**src/hdl/rsp_pkg.sv**
```systemverilog
// ----------------------------------------------------------------------------
// rsp_pkg - shared types and constants of the sprite palette remap block
// Holds the parse phase type, the request kinds, the register indexes and the
// record that travels from the parser to the remap stage.
// ----------------------------------------------------------------------------
package rsp_pkg;

  // Request kinds on the input channel.
  localparam logic KIND_SPRITE = 1'b0;
  localparam logic KIND_TABLE  = 1'b1;

  // Configuration register indexes.
  localparam int unsigned CFG_IDX_W = 1;
  localparam logic [CFG_IDX_W-1:0] CFG_THRESHOLD = 1'b0;
  localparam logic [CFG_IDX_W-1:0] CFG_ENABLE    = 1'b1;
  localparam int unsigned CFG_DATA_W = 9;

  // Header is four bytes long; its last byte has this position.
  localparam logic [1:0] HDR_LAST = 2'd3;

  // Decoupling queue between parser and remap stage.
  localparam int unsigned QUEUE_DEPTH = 4;
  localparam int unsigned QPTR_W      = $clog2(QUEUE_DEPTH);

  typedef enum logic [2:0] {
    PH_HEADER  = 3'd0,
    PH_OFFSETS = 3'd1,
    PH_SKIP    = 3'd2,
    PH_RUN     = 3'd3,
    PH_PIXELS  = 3'd4
  } rsp_phase_e;

  // One classified request as handed to the remap stage.
  typedef struct packed {
    logic       kind;
    logic [7:0] data;
    logic [7:0] index;
    logic       is_pixel;
    logic       last;
    logic       use_remap;
  } rsp_item_t;

endpackage

```
**src/hdl/rsp_front.sv**
```systemverilog
// ----------------------------------------------------------------------------
// rsp_front - sprite stream parser
// Tracks header, offset table and skip/run/pixel structure of each sprite,
// holds the configuration registers and tags every request for the back end.
// ----------------------------------------------------------------------------
module rsp_front #(
  parameter int unsigned TABLE_ENTRIES = 256
) (
  input  logic                             clk_i,
  input  logic                             rst_ni,
  input  logic                             cfg_we_i,
  input  logic [rsp_pkg::CFG_IDX_W-1:0]    cfg_idx_i,
  input  logic [rsp_pkg::CFG_DATA_W-1:0]   cfg_data_i,
  input  logic                             in_valid_i,
  input  logic                             kind_i,
  input  logic [7:0]                       data_byte_i,
  input  logic [7:0]                       table_index_i,
  input  logic                             full_i,
  output logic                             push_o,
  output rsp_pkg::rsp_item_t               item_o
);
  import rsp_pkg::*;

  rsp_phase_e  phase_q, phase_d;
  logic [16:0] byte_cnt_q, byte_cnt_d;
  logic [15:0] width_q, width_d;
  logic [15:0] rows_q, rows_d;
  logic [16:0] covered_q, covered_d;
  logic [7:0]  run_q, run_d;
  logic [8:0]  thr_q;
  logic        enable_q;

  logic        accept;
  logic        sprite_acc;
  logic [16:0] byte_cnt_inc;
  logic        offsets_done;
  logic [16:0] covered_run;
  logic [7:0]  run_dec;
  logic [16:0] covered_fin;
  logic        row_end;
  logic [15:0] rows_dec;
  logic        sprite_end;
  logic [15:0] hdr_rows;
  logic        is_pixel;
  logic        last;

  assign accept     = in_valid_i & ~full_i;
  assign sprite_acc = accept & (kind_i == KIND_SPRITE);
  assign push_o     = accept;

  assign byte_cnt_inc = byte_cnt_q + 17'd1;
  assign offsets_done = byte_cnt_inc >= {rows_q, 1'b0};
  assign covered_run  = covered_q + {9'd0, data_byte_i};
  assign run_dec      = run_q - 8'd1;
  assign covered_fin  = (phase_q == PH_RUN) ? covered_run : covered_q;
  assign row_end      = covered_fin >= {1'b0, width_q};
  assign rows_dec     = rows_q - 16'd1;
  assign sprite_end   = row_end && (rows_dec == 16'd0);
  assign hdr_rows     = (byte_cnt_q[1:0] == HDR_LAST) ? {data_byte_i, rows_q[7:0]} : rows_q;

  // Next phase.
  always_comb begin
    phase_d = phase_q;
    if (sprite_acc) begin
      unique case (phase_q)
        PH_OFFSETS: begin
          if (offsets_done) begin
            phase_d = (width_q == 16'd0) ? PH_HEADER : PH_SKIP;
          end
        end
        PH_SKIP: phase_d = PH_RUN;
        PH_RUN: begin
          if (data_byte_i != 8'd0) begin
            phase_d = PH_PIXELS;
          end else begin
            phase_d = sprite_end ? PH_HEADER : PH_SKIP;
          end
        end
        PH_PIXELS: begin
          if (run_dec == 8'd0) begin
            phase_d = sprite_end ? PH_HEADER : PH_SKIP;
          end
        end
        default: begin
          if (byte_cnt_q[1:0] == HDR_LAST) begin
            phase_d = (hdr_rows == 16'd0) ? PH_HEADER : PH_OFFSETS;
          end else begin
            phase_d = PH_HEADER;
          end
        end
      endcase
    end
  end

  // Counters and per-request tags.
  always_comb begin
    byte_cnt_d = byte_cnt_q;
    width_d    = width_q;
    rows_d     = rows_q;
    covered_d  = covered_q;
    run_d      = run_q;
    is_pixel   = 1'b0;
    last       = 1'b0;
    if (sprite_acc) begin
      unique case (phase_q)
        PH_OFFSETS: begin
          byte_cnt_d = byte_cnt_inc;
          if (offsets_done) begin
            if (width_q == 16'd0) begin
              byte_cnt_d = '0;
              last       = 1'b1;
            end else begin
              covered_d = '0;
            end
          end
        end
        PH_SKIP: covered_d = covered_run;
        PH_RUN, PH_PIXELS: begin
          if (phase_q == PH_RUN) begin
            covered_d = covered_run;
            run_d     = data_byte_i;
          end else begin
            is_pixel = 1'b1;
            run_d    = run_dec;
          end
          // A pair is complete on a zero run byte or on its final pixel.
          if ((phase_q == PH_RUN && data_byte_i == 8'd0) ||
              (phase_q == PH_PIXELS && run_dec == 8'd0)) begin
            if (row_end) begin
              covered_d = '0;
              rows_d    = rows_dec;
              if (rows_dec == 16'd0) begin
                byte_cnt_d = '0;
                last       = 1'b1;
              end
            end
          end
        end
        default: begin
          case (byte_cnt_q[1:0])
            2'd0:    width_d = {8'd0, data_byte_i};
            2'd1:    width_d = {data_byte_i, width_q[7:0]};
            2'd2:    rows_d  = {8'd0, data_byte_i};
            default: rows_d  = hdr_rows;
          endcase
          if (byte_cnt_q[1:0] == HDR_LAST) begin
            byte_cnt_d = '0;
            covered_d  = '0;
            run_d      = '0;
            last       = (hdr_rows == 16'd0);
          end else begin
            byte_cnt_d = {15'd0, byte_cnt_q[1:0]} + 17'd1;
          end
        end
      endcase
    end
  end

  always_comb begin
    item_o.kind      = kind_i;
    item_o.data      = data_byte_i;
    item_o.index     = table_index_i;
    item_o.is_pixel  = is_pixel;
    item_o.last      = last;
    item_o.use_remap = is_pixel & enable_q & ({1'b0, data_byte_i} >= thr_q) &
                       ({1'b0, data_byte_i} < 9'(TABLE_ENTRIES));
  end

  always_ff @(posedge clk_i or negedge rst_ni) begin
    if (!rst_ni) begin
      phase_q    <= PH_HEADER;
      byte_cnt_q <= '0;
      width_q    <= '0;
      rows_q     <= '0;
      covered_q  <= '0;
      run_q      <= '0;
    end else begin
      phase_q    <= phase_d;
      byte_cnt_q <= byte_cnt_d;
      width_q    <= width_d;
      rows_q     <= rows_d;
      covered_q  <= covered_d;
      run_q      <= run_d;
    end
  end

  always_ff @(posedge clk_i or negedge rst_ni) begin
    if (!rst_ni) begin
      thr_q    <= '0;
      enable_q <= 1'b1;
    end else if (cfg_we_i) begin
      unique case (cfg_idx_i)
        CFG_THRESHOLD: thr_q    <= cfg_data_i;
        CFG_ENABLE:    enable_q <= cfg_data_i[0];
        default:       ;
      endcase
    end
  end

endmodule

```
**src/hdl/rsp_queue.sv**
```systemverilog
// ----------------------------------------------------------------------------
// rsp_queue - short queue between parser and remap stage
// Holds classified requests so that either side may stall on its own.
// ----------------------------------------------------------------------------
module rsp_queue (
  input  logic               clk_i,
  input  logic               rst_ni,
  input  logic               push_i,
  input  rsp_pkg::rsp_item_t item_i,
  output logic               full_o,
  input  logic               pop_i,
  output logic               valid_o,
  output rsp_pkg::rsp_item_t item_o
);
  import rsp_pkg::*;

  rsp_item_t         slot_q [QUEUE_DEPTH];
  logic [QPTR_W-1:0] wr_q, rd_q;
  logic [QPTR_W:0]   cnt_q;

  assign full_o  = (cnt_q == (QPTR_W+1)'(QUEUE_DEPTH));
  assign valid_o = (cnt_q != '0);
  assign item_o  = slot_q[rd_q];

  always_ff @(posedge clk_i) begin
    if (push_i) begin
      slot_q[wr_q] <= item_i;
    end
  end

  always_ff @(posedge clk_i or negedge rst_ni) begin
    if (!rst_ni) begin
      wr_q  <= '0;
      rd_q  <= '0;
      cnt_q <= '0;
    end else begin
      if (push_i) begin
        wr_q <= wr_q + QPTR_W'(1);
      end
      if (pop_i) begin
        rd_q <= rd_q + QPTR_W'(1);
      end
      if (push_i && !pop_i) begin
        cnt_q <= cnt_q + (QPTR_W+1)'(1);
      end else if (pop_i && !push_i) begin
        cnt_q <= cnt_q - (QPTR_W+1)'(1);
      end
    end
  end

endmodule

```
**src/hdl/rsp_back.sv**
```systemverilog
// ----------------------------------------------------------------------------
// rsp_back - remap table and output register
// Applies table writes in order and looks up tagged pixels, presenting each
// sprite byte in a registered output stage.
// ----------------------------------------------------------------------------
module rsp_back #(
  parameter int unsigned TABLE_ENTRIES = 256
) (
  input  logic               clk_i,
  input  logic               rst_ni,
  input  logic               valid_i,
  input  rsp_pkg::rsp_item_t item_i,
  output logic               pop_o,
  output logic               out_valid_o,
  input  logic               out_stall_i,
  output logic [7:0]         out_byte_o,
  output logic               is_pixel_o,
  output logic               sprite_last_o
);
  import rsp_pkg::*;

  localparam int unsigned IdxW = (TABLE_ENTRIES > 1) ? $clog2(TABLE_ENTRIES) : 1;

  logic [7:0] table_q [TABLE_ENTRIES];
  logic [7:0] lookup_q;
  logic       out_valid_q, out_valid_d;
  logic [7:0] byte_q;
  logic       pixel_q, last_q, remap_q;
  logic       is_table;
  logic       take_sprite;

  assign is_table    = (item_i.kind == KIND_TABLE);
  assign pop_o       = valid_i & (is_table | ~out_valid_q | ~out_stall_i);
  assign take_sprite = pop_o & ~is_table;

  always_ff @(posedge clk_i) begin
    if (pop_o && is_table && ({1'b0, item_i.index} < 9'(TABLE_ENTRIES))) begin
      table_q[item_i.index[IdxW-1:0]] <= item_i.data;
    end
  end

  always_ff @(posedge clk_i) begin
    if (take_sprite) begin
      lookup_q <= table_q[item_i.data[IdxW-1:0]];
      byte_q   <= item_i.data;
      pixel_q  <= item_i.is_pixel;
      last_q   <= item_i.last;
      remap_q  <= item_i.use_remap;
    end
  end

  always_comb begin
    out_valid_d = out_valid_q & out_stall_i;
    if (take_sprite) begin
      out_valid_d = 1'b1;
    end
  end

  always_ff @(posedge clk_i or negedge rst_ni) begin
    if (!rst_ni) begin
      out_valid_q <= 1'b0;
    end else begin
      out_valid_q <= out_valid_d;
    end
  end

  assign out_valid_o   = out_valid_q;
  assign out_byte_o    = remap_q ? lookup_q : byte_q;
  assign is_pixel_o    = pixel_q;
  assign sprite_last_o = last_q;

endmodule

```
**src/hdl/rle_sprite_palette_remap_top.sv**
```systemverilog
// ----------------------------------------------------------------------------
// rle_sprite_palette_remap_top - streaming palette remap of run-length sprites
// Parses sprite bytes, remaps pixels inside runs through a loadable table.
// ----------------------------------------------------------------------------
// Usage. Requests arrive on the input channel (in_valid_i / in_stall_o). A
// request of kind sprite carries one byte of the sprite stream and yields
// exactly one result on the output channel (out_valid_o / out_stall_i); a
// request of kind table write loads one remap table entry and yields none.
// Table writes and sprite bytes take effect strictly in arrival order, so a
// table entry may be reloaded between two pixels.
// Throughput is one request per cycle while in_stall_o is low, set by the
// single parser step and the one-per-cycle table port. A result is registered
// twice: the accepting edge writes the classified request into the queue, and
// a later pop moves it through the table read into the output register. The
// configuration port (cfg_we_i, cfg_idx_i, cfg_data_i) sets the remap
// threshold and the enable bit; the user writes it only while the block is
// idle, which the block itself does not enforce. Reset clears the parser to
// expect a header and empties the queue and the output register; the remap
// table holds no defined values until loaded. When the receiver stalls, the
// output register holds its result, the queue fills, and in_stall_o rises
// once its four entries are taken.
// ----------------------------------------------------------------------------
module rle_sprite_palette_remap_top #(
  parameter int unsigned TABLE_ENTRIES = 256
) (
  input  logic                           clk_i,
  input  logic                           rst_ni,
  input  logic                           cfg_we_i,
  input  logic [rsp_pkg::CFG_IDX_W-1:0]  cfg_idx_i,
  input  logic [rsp_pkg::CFG_DATA_W-1:0] cfg_data_i,
  input  logic                           in_valid_i,
  output logic                           in_stall_o,
  input  logic                           kind_i,
  input  logic [7:0]                     data_byte_i,
  input  logic [7:0]                     table_index_i,
  output logic                           out_valid_o,
  input  logic                           out_stall_i,
  output logic [7:0]                     out_byte_o,
  output logic                           is_pixel_o,
  output logic                           sprite_last_o
);
  import rsp_pkg::*;

  // Front end to queue.
  logic      push;
  logic      full;
  rsp_item_t front_item;

  // Queue to back end.
  logic      head_valid;
  logic      pop;
  rsp_item_t head_item;

  // The parser accepts whenever the queue has room; it never looks at the
  // output side, which is what lets the two halves stall independently.
  assign in_stall_o = full;

  rsp_front #(
    .TABLE_ENTRIES(TABLE_ENTRIES)
  ) u_front (
    .clk_i         (clk_i),
    .rst_ni        (rst_ni),
    .cfg_we_i      (cfg_we_i),
    .cfg_idx_i     (cfg_idx_i),
    .cfg_data_i    (cfg_data_i),
    .in_valid_i    (in_valid_i),
    .kind_i        (kind_i),
    .data_byte_i   (data_byte_i),
    .table_index_i (table_index_i),
    .full_i        (full),
    .push_o        (push),
    .item_o        (front_item)
  );

  rsp_queue u_queue (
    .clk_i   (clk_i),
    .rst_ni  (rst_ni),
    .push_i  (push),
    .item_i  (front_item),
    .full_o  (full),
    .pop_i   (pop),
    .valid_o (head_valid),
    .item_o  (head_item)
  );

  // The back end drains table writes even while the output is stalled, and
  // moves a sprite byte on only when the output register is free or emptying.
  rsp_back #(
    .TABLE_ENTRIES(TABLE_ENTRIES)
  ) u_back (
    .clk_i         (clk_i),
    .rst_ni        (rst_ni),
    .valid_i       (head_valid),
    .item_i        (head_item),
    .pop_o         (pop),
    .out_valid_o   (out_valid_o),
    .out_stall_i   (out_stall_i),
    .out_byte_o    (out_byte_o),
    .is_pixel_o    (is_pixel_o),
    .sprite_last_o (sprite_last_o)
  );

endmodule

```
**config.mk**
```make
export PLATFORM = sky130hd
export DESIGN_NAME = rle_sprite_palette_remap_top
export DESIGN_NICKNAME = d
export VERILOG_FILES = /design/src/hdl/rsp_pkg.sv /design/src/hdl/rsp_front.sv /design/src/hdl/rsp_queue.sv /design/src/hdl/rsp_back.sv /design/src/hdl/rle_sprite_palette_remap_top.sv
export SDC_FILE = /design/constraint.sdc
export NUM_CORES = 2
export LEC_CHECK = 0
export ABC_AREA = 1
export BUFFER_PORTS_ARGS = -buffer_cell sky130_fd_sc_hd__buf_2
export CORE_ASPECT_RATIO = 1.4
export CORE_UTILIZATION = 50
export CTS_CLUSTER_DIAMETER = 30
export DETAILED_ROUTE_END_ITERATION = 8
export PLACE_DENSITY = 0.65
export SLEW_MARGIN = 10
export SYNTH_ARGS = -nofsm -noshare
export SYNTH_HDL_FRONTEND = slang
export SYNTH_SLANG_ARGS = --single-unit
```
**constraint.sdc**
```tcl
create_clock -name clk_i -period 8.2 [get_ports clk_i]
set_input_delay 1.23 -clock clk_i [delete_from_list [all_inputs] [get_ports clk_i]]
set_output_delay 1.23 -clock clk_i [all_outputs]
set_load 0.03 [all_outputs]
```
==> run metrics <==
dpl cells=11440; Chip Height=530.8 µm; total setup buffers inserted after CTS=0; Slew Limit Headroom=19.32%; Setup Crit Path Kind=flip-flop to flip-flop; Slew @ Worst Pin=1.209 ns; post-layout min period=5.903 ns; TritonCTS Sinks=2242; sequential fraction of the synthesis area=66.95%; post-CTS sizing=0; PortBufs=43; cell repeated most along the worst path=nand3_1; Cell Chain, Critical Path=buf_4, inv_4, nand2_1, nand3_4, nand2_8, buf_12, nand2_1, nand3_1, nand3_1, nand3_1, nand3_1, nand3_1, nand3_1, nand3_1, nand2_1; max_cap viols=0; IO Count=44; Layout Nets=9274; Via-to-Cell Ratio=5.637; FF+latch count, synth=2242; largest net degree at the start of global routing=239; Top FF cell, synth=edfxtp_1; Final Instance Count excl. Fillers=12110; run status=complete, no violations; clock-pin slew on the worst setup and hold paths=0.05 ns; Worst-Skew Late Latency=0.89 ns; core area=0.1980 mm²; Worst path slowest cell=dfrtp_1; CP startpoint kind=flip-flop; P per Cell Area=464.8 mW/mm²; crit path buf inv count=3; remaining global-route overflow=0; highest attainable clock frequency=169.4 MHz; # DRC=0; unrepaired setup endpoints after global routing=no; Crit path max-delay family=simple AND/OR/NAND/NOR gates; DP Area=0.1018 mm²; Finished Cell Area=0.1145 mm²; multi-input logic area=0.02656 mm²; post-synth net total=9341; Syn Area/Cell=10.80 µm²; peak supply drop=0.6003 mV; Die X=379.7 µm; Vias=68270; H-tree Lvls=5; Setup-failing EPs final=0; Initial Utilization=50.43%; final WL=268200 µm; Synth-to-Final Area Change=14.62%; initial antenna violation count=11; Hold-fix buffers, CTS=0; number of synthesized flops with an enable pin=2147; synthesized area=0.09986 mm²; CP peak stage delay=0.77 ns; Final TNS setup=0 ns; Mapped Cells=9245; clk buf depth=4; Synth cell types=55; worst-path maximum fanout=176; Filler Cell Count=16050; Pleak=43.88 nW; clock skew=0.07068 ns; worst min path class=primary input to asynchronous set/reset pin; DRT iter0 DRCs=7198; Tcrit/Tclk final=71.98%; ys async rst share=4.237%; Slew Limit Fails=0; Antenna Nets Post-Route=0; cts bufs inserted=365; Required @ worst endpoint=8.82 ns; Synth Warn #=0; Tot GR Track Use=26.17%; CTS tree=built; crit end category=flip-flop; Final Hold Fails=0; Arr. time, crit path=6.52 ns; Storage cell area=0.06685 mm²; routed len/inst=22.14 µm; CTS root buffer=clkbuf_16; first-pass GRT wire length=405300 µm; Total Die Area=0.2015 mm²; TritonRoute pass-1 iters=6; std cell rows=193; detailed placement HPWL=149600 µm; vias in the first global route=66680; routability cong.=0.9311; layout cells sized above 1=8.946%
-- path summary, 6_finish.rpt --
check | cells past startpoint | endpoint | start | slack, ns
max | 15 | u_back.lookup_q[7]$_DFFE_PP_ | u_queue.rd_q[0]$_DFFE_PN0P_ | 2.30
min in group clk_i | 2 | u_front.byte_cnt_q[16]$_DFFE_PN0P_ | u_front.byte_cnt_q[16]$_DFFE_PN0P_ | 0.50
min | 1 | u_front.thr_q[1]$_DFFE_PN0P_ | rst_ni | 0.37
min reg2reg | 2 | u_front.byte_cnt_q[16]$_DFFE_PN0P_ | u_front.byte_cnt_q[16]$_DFFE_PN0P_ | 0.50
max reg2reg | 15 | u_back.lookup_q[7]$_DFFE_PP_ | u_queue.rd_q[0]$_DFFE_PN0P_ | 2.30
max in group asynchronous | 2 | u_front.width_q[3]$_DFFE_PN0P_ | rst_ni | 6.70
-- sequential cells by signal (all words and copies together) (netlist names), 3 cells and up --
register and flops:
u_back.table_q 2048, u_queue.slot_q 80, u_front.byte_cnt_q 17, u_front.covered_q 17, u_front.rows_q 16, u_front.width_q 16
u_front.thr_q 9, u_back.byte_q 8, u_back.lookup_q 8, u_front.run_q 8, u_front.phase_q 3, u_queue.cnt_q 3
-- synthesized netlist by cell type (10+ instances only) --
master / count / area (µm²)
o211ai_1: 107 / 803.3
nand2_1: 2172 / 8153
o21ai_1: 18 / 90.09
clkbuf_1: 173 / 649.4
xnor2_1: 10 / 87.58
buf_2: 291 / 1456
a21oi_1: 84 / 420.4
edfxtp_1: 2147 / 64470
nor2_1: 395 / 1483
inv_1: 1017 / 3817
buf_1: 50 / 187.7
nor3_1: 10 / 50.05
o21ai_0: 225 / 1126
xor2_1: 29 / 254.0
nand3b_1: 504 / 3784
nand4_1: 25 / 156.4
buf_4: 50 / 375.4
dfrtp_1: 94 / 2352
ha_1: 62 / 775.7
mux2_2: 10 / 112.6
inv_2: 13 / 48.80
a32oi_1: 10 / 87.58
o22ai_1: 16 / 100.1
nand3_1: 1650 / 8258
-- routing by layer --
layer  track usage (%)  routed length, µm  up-vias
li1                  -                  -    31630
met1             33.19             104200    33180
met2             44.18             131400     2853
met3             4.038              19760      596
met4             12.26              12710       14
met5                 0                 92        -
-- cell type report --
class,count,share of cell area [%]
diodes,1,0.002186
clock buffers,398,8.218
clock inverters,270,2.817
inverters,1032,3.403
multi-input cells,5399,23.21
flip-flops and latches,2242,58.41
well taps,2632,2.877
repair buffers,138,1.065
-- layout by cell type, fill, tap and decap left out, types with 47 or more instances in the layout --
cell | Yosys | routed
nand2_1 | 2172 | 2156
edfxtp_1 | 2147 | 2147
nand3_1 | 1650 | 1648
inv_1 | 1017 | 1016
nand3b_1 | 504 | 504
nor2_1 | 395 | 390
clkbuf_16 | 0 | 371
o21ai_0 | 225 | 225
o211ai_1 | 107 | 107
dfrtp_1 | 94 | 94
a21oi_1 | 84 | 84
buf_4 | 50 | 73
ha_1 | 62 | 62
inv_6 | 0 | 61
bufinv_16 | 0 | 49
clkinvlp_4 | 0 | 47
-- per-stage QoR --
| stage | worst slack, ns | total power, mW | util [%] | hold WS, ns |
|---|---|---|---|---|
| after floorplan | 1.295 | 30.12 | - | 0.4570 |
| after global placement | 2.563 | 37.12 | 51.42 | 0.4905 |
| after detailed placement | 2.536 | 37.41 | 51.42 | 0.4889 |
| after CTS | 2.519 | 53.15 | 57.80 | 0.3414 |
| after global routing | 2.130 | 55.56 | 57.80 | 0.4034 |
| final | 2.297 | 53.19 | 57.80 | 0.3720 |
-- cells by family after synthesis --
group | share of synthesized area, %
simple gates | 22.20
flops | 66.95
buf+inv | 6.646
compound gates | 2.922
fa+ha+maj | 0.8170
xor+xnor | 0.3584
mux | 0.1128
-- where the power goes --
group | internal [mW] | switching, mW
Combinational | 5.05 | 16.5
Clock | 9.99 | 5.75
Sequential | 15.6 | 0.281
Note: power is estimated with default switching activity, not from simulation.
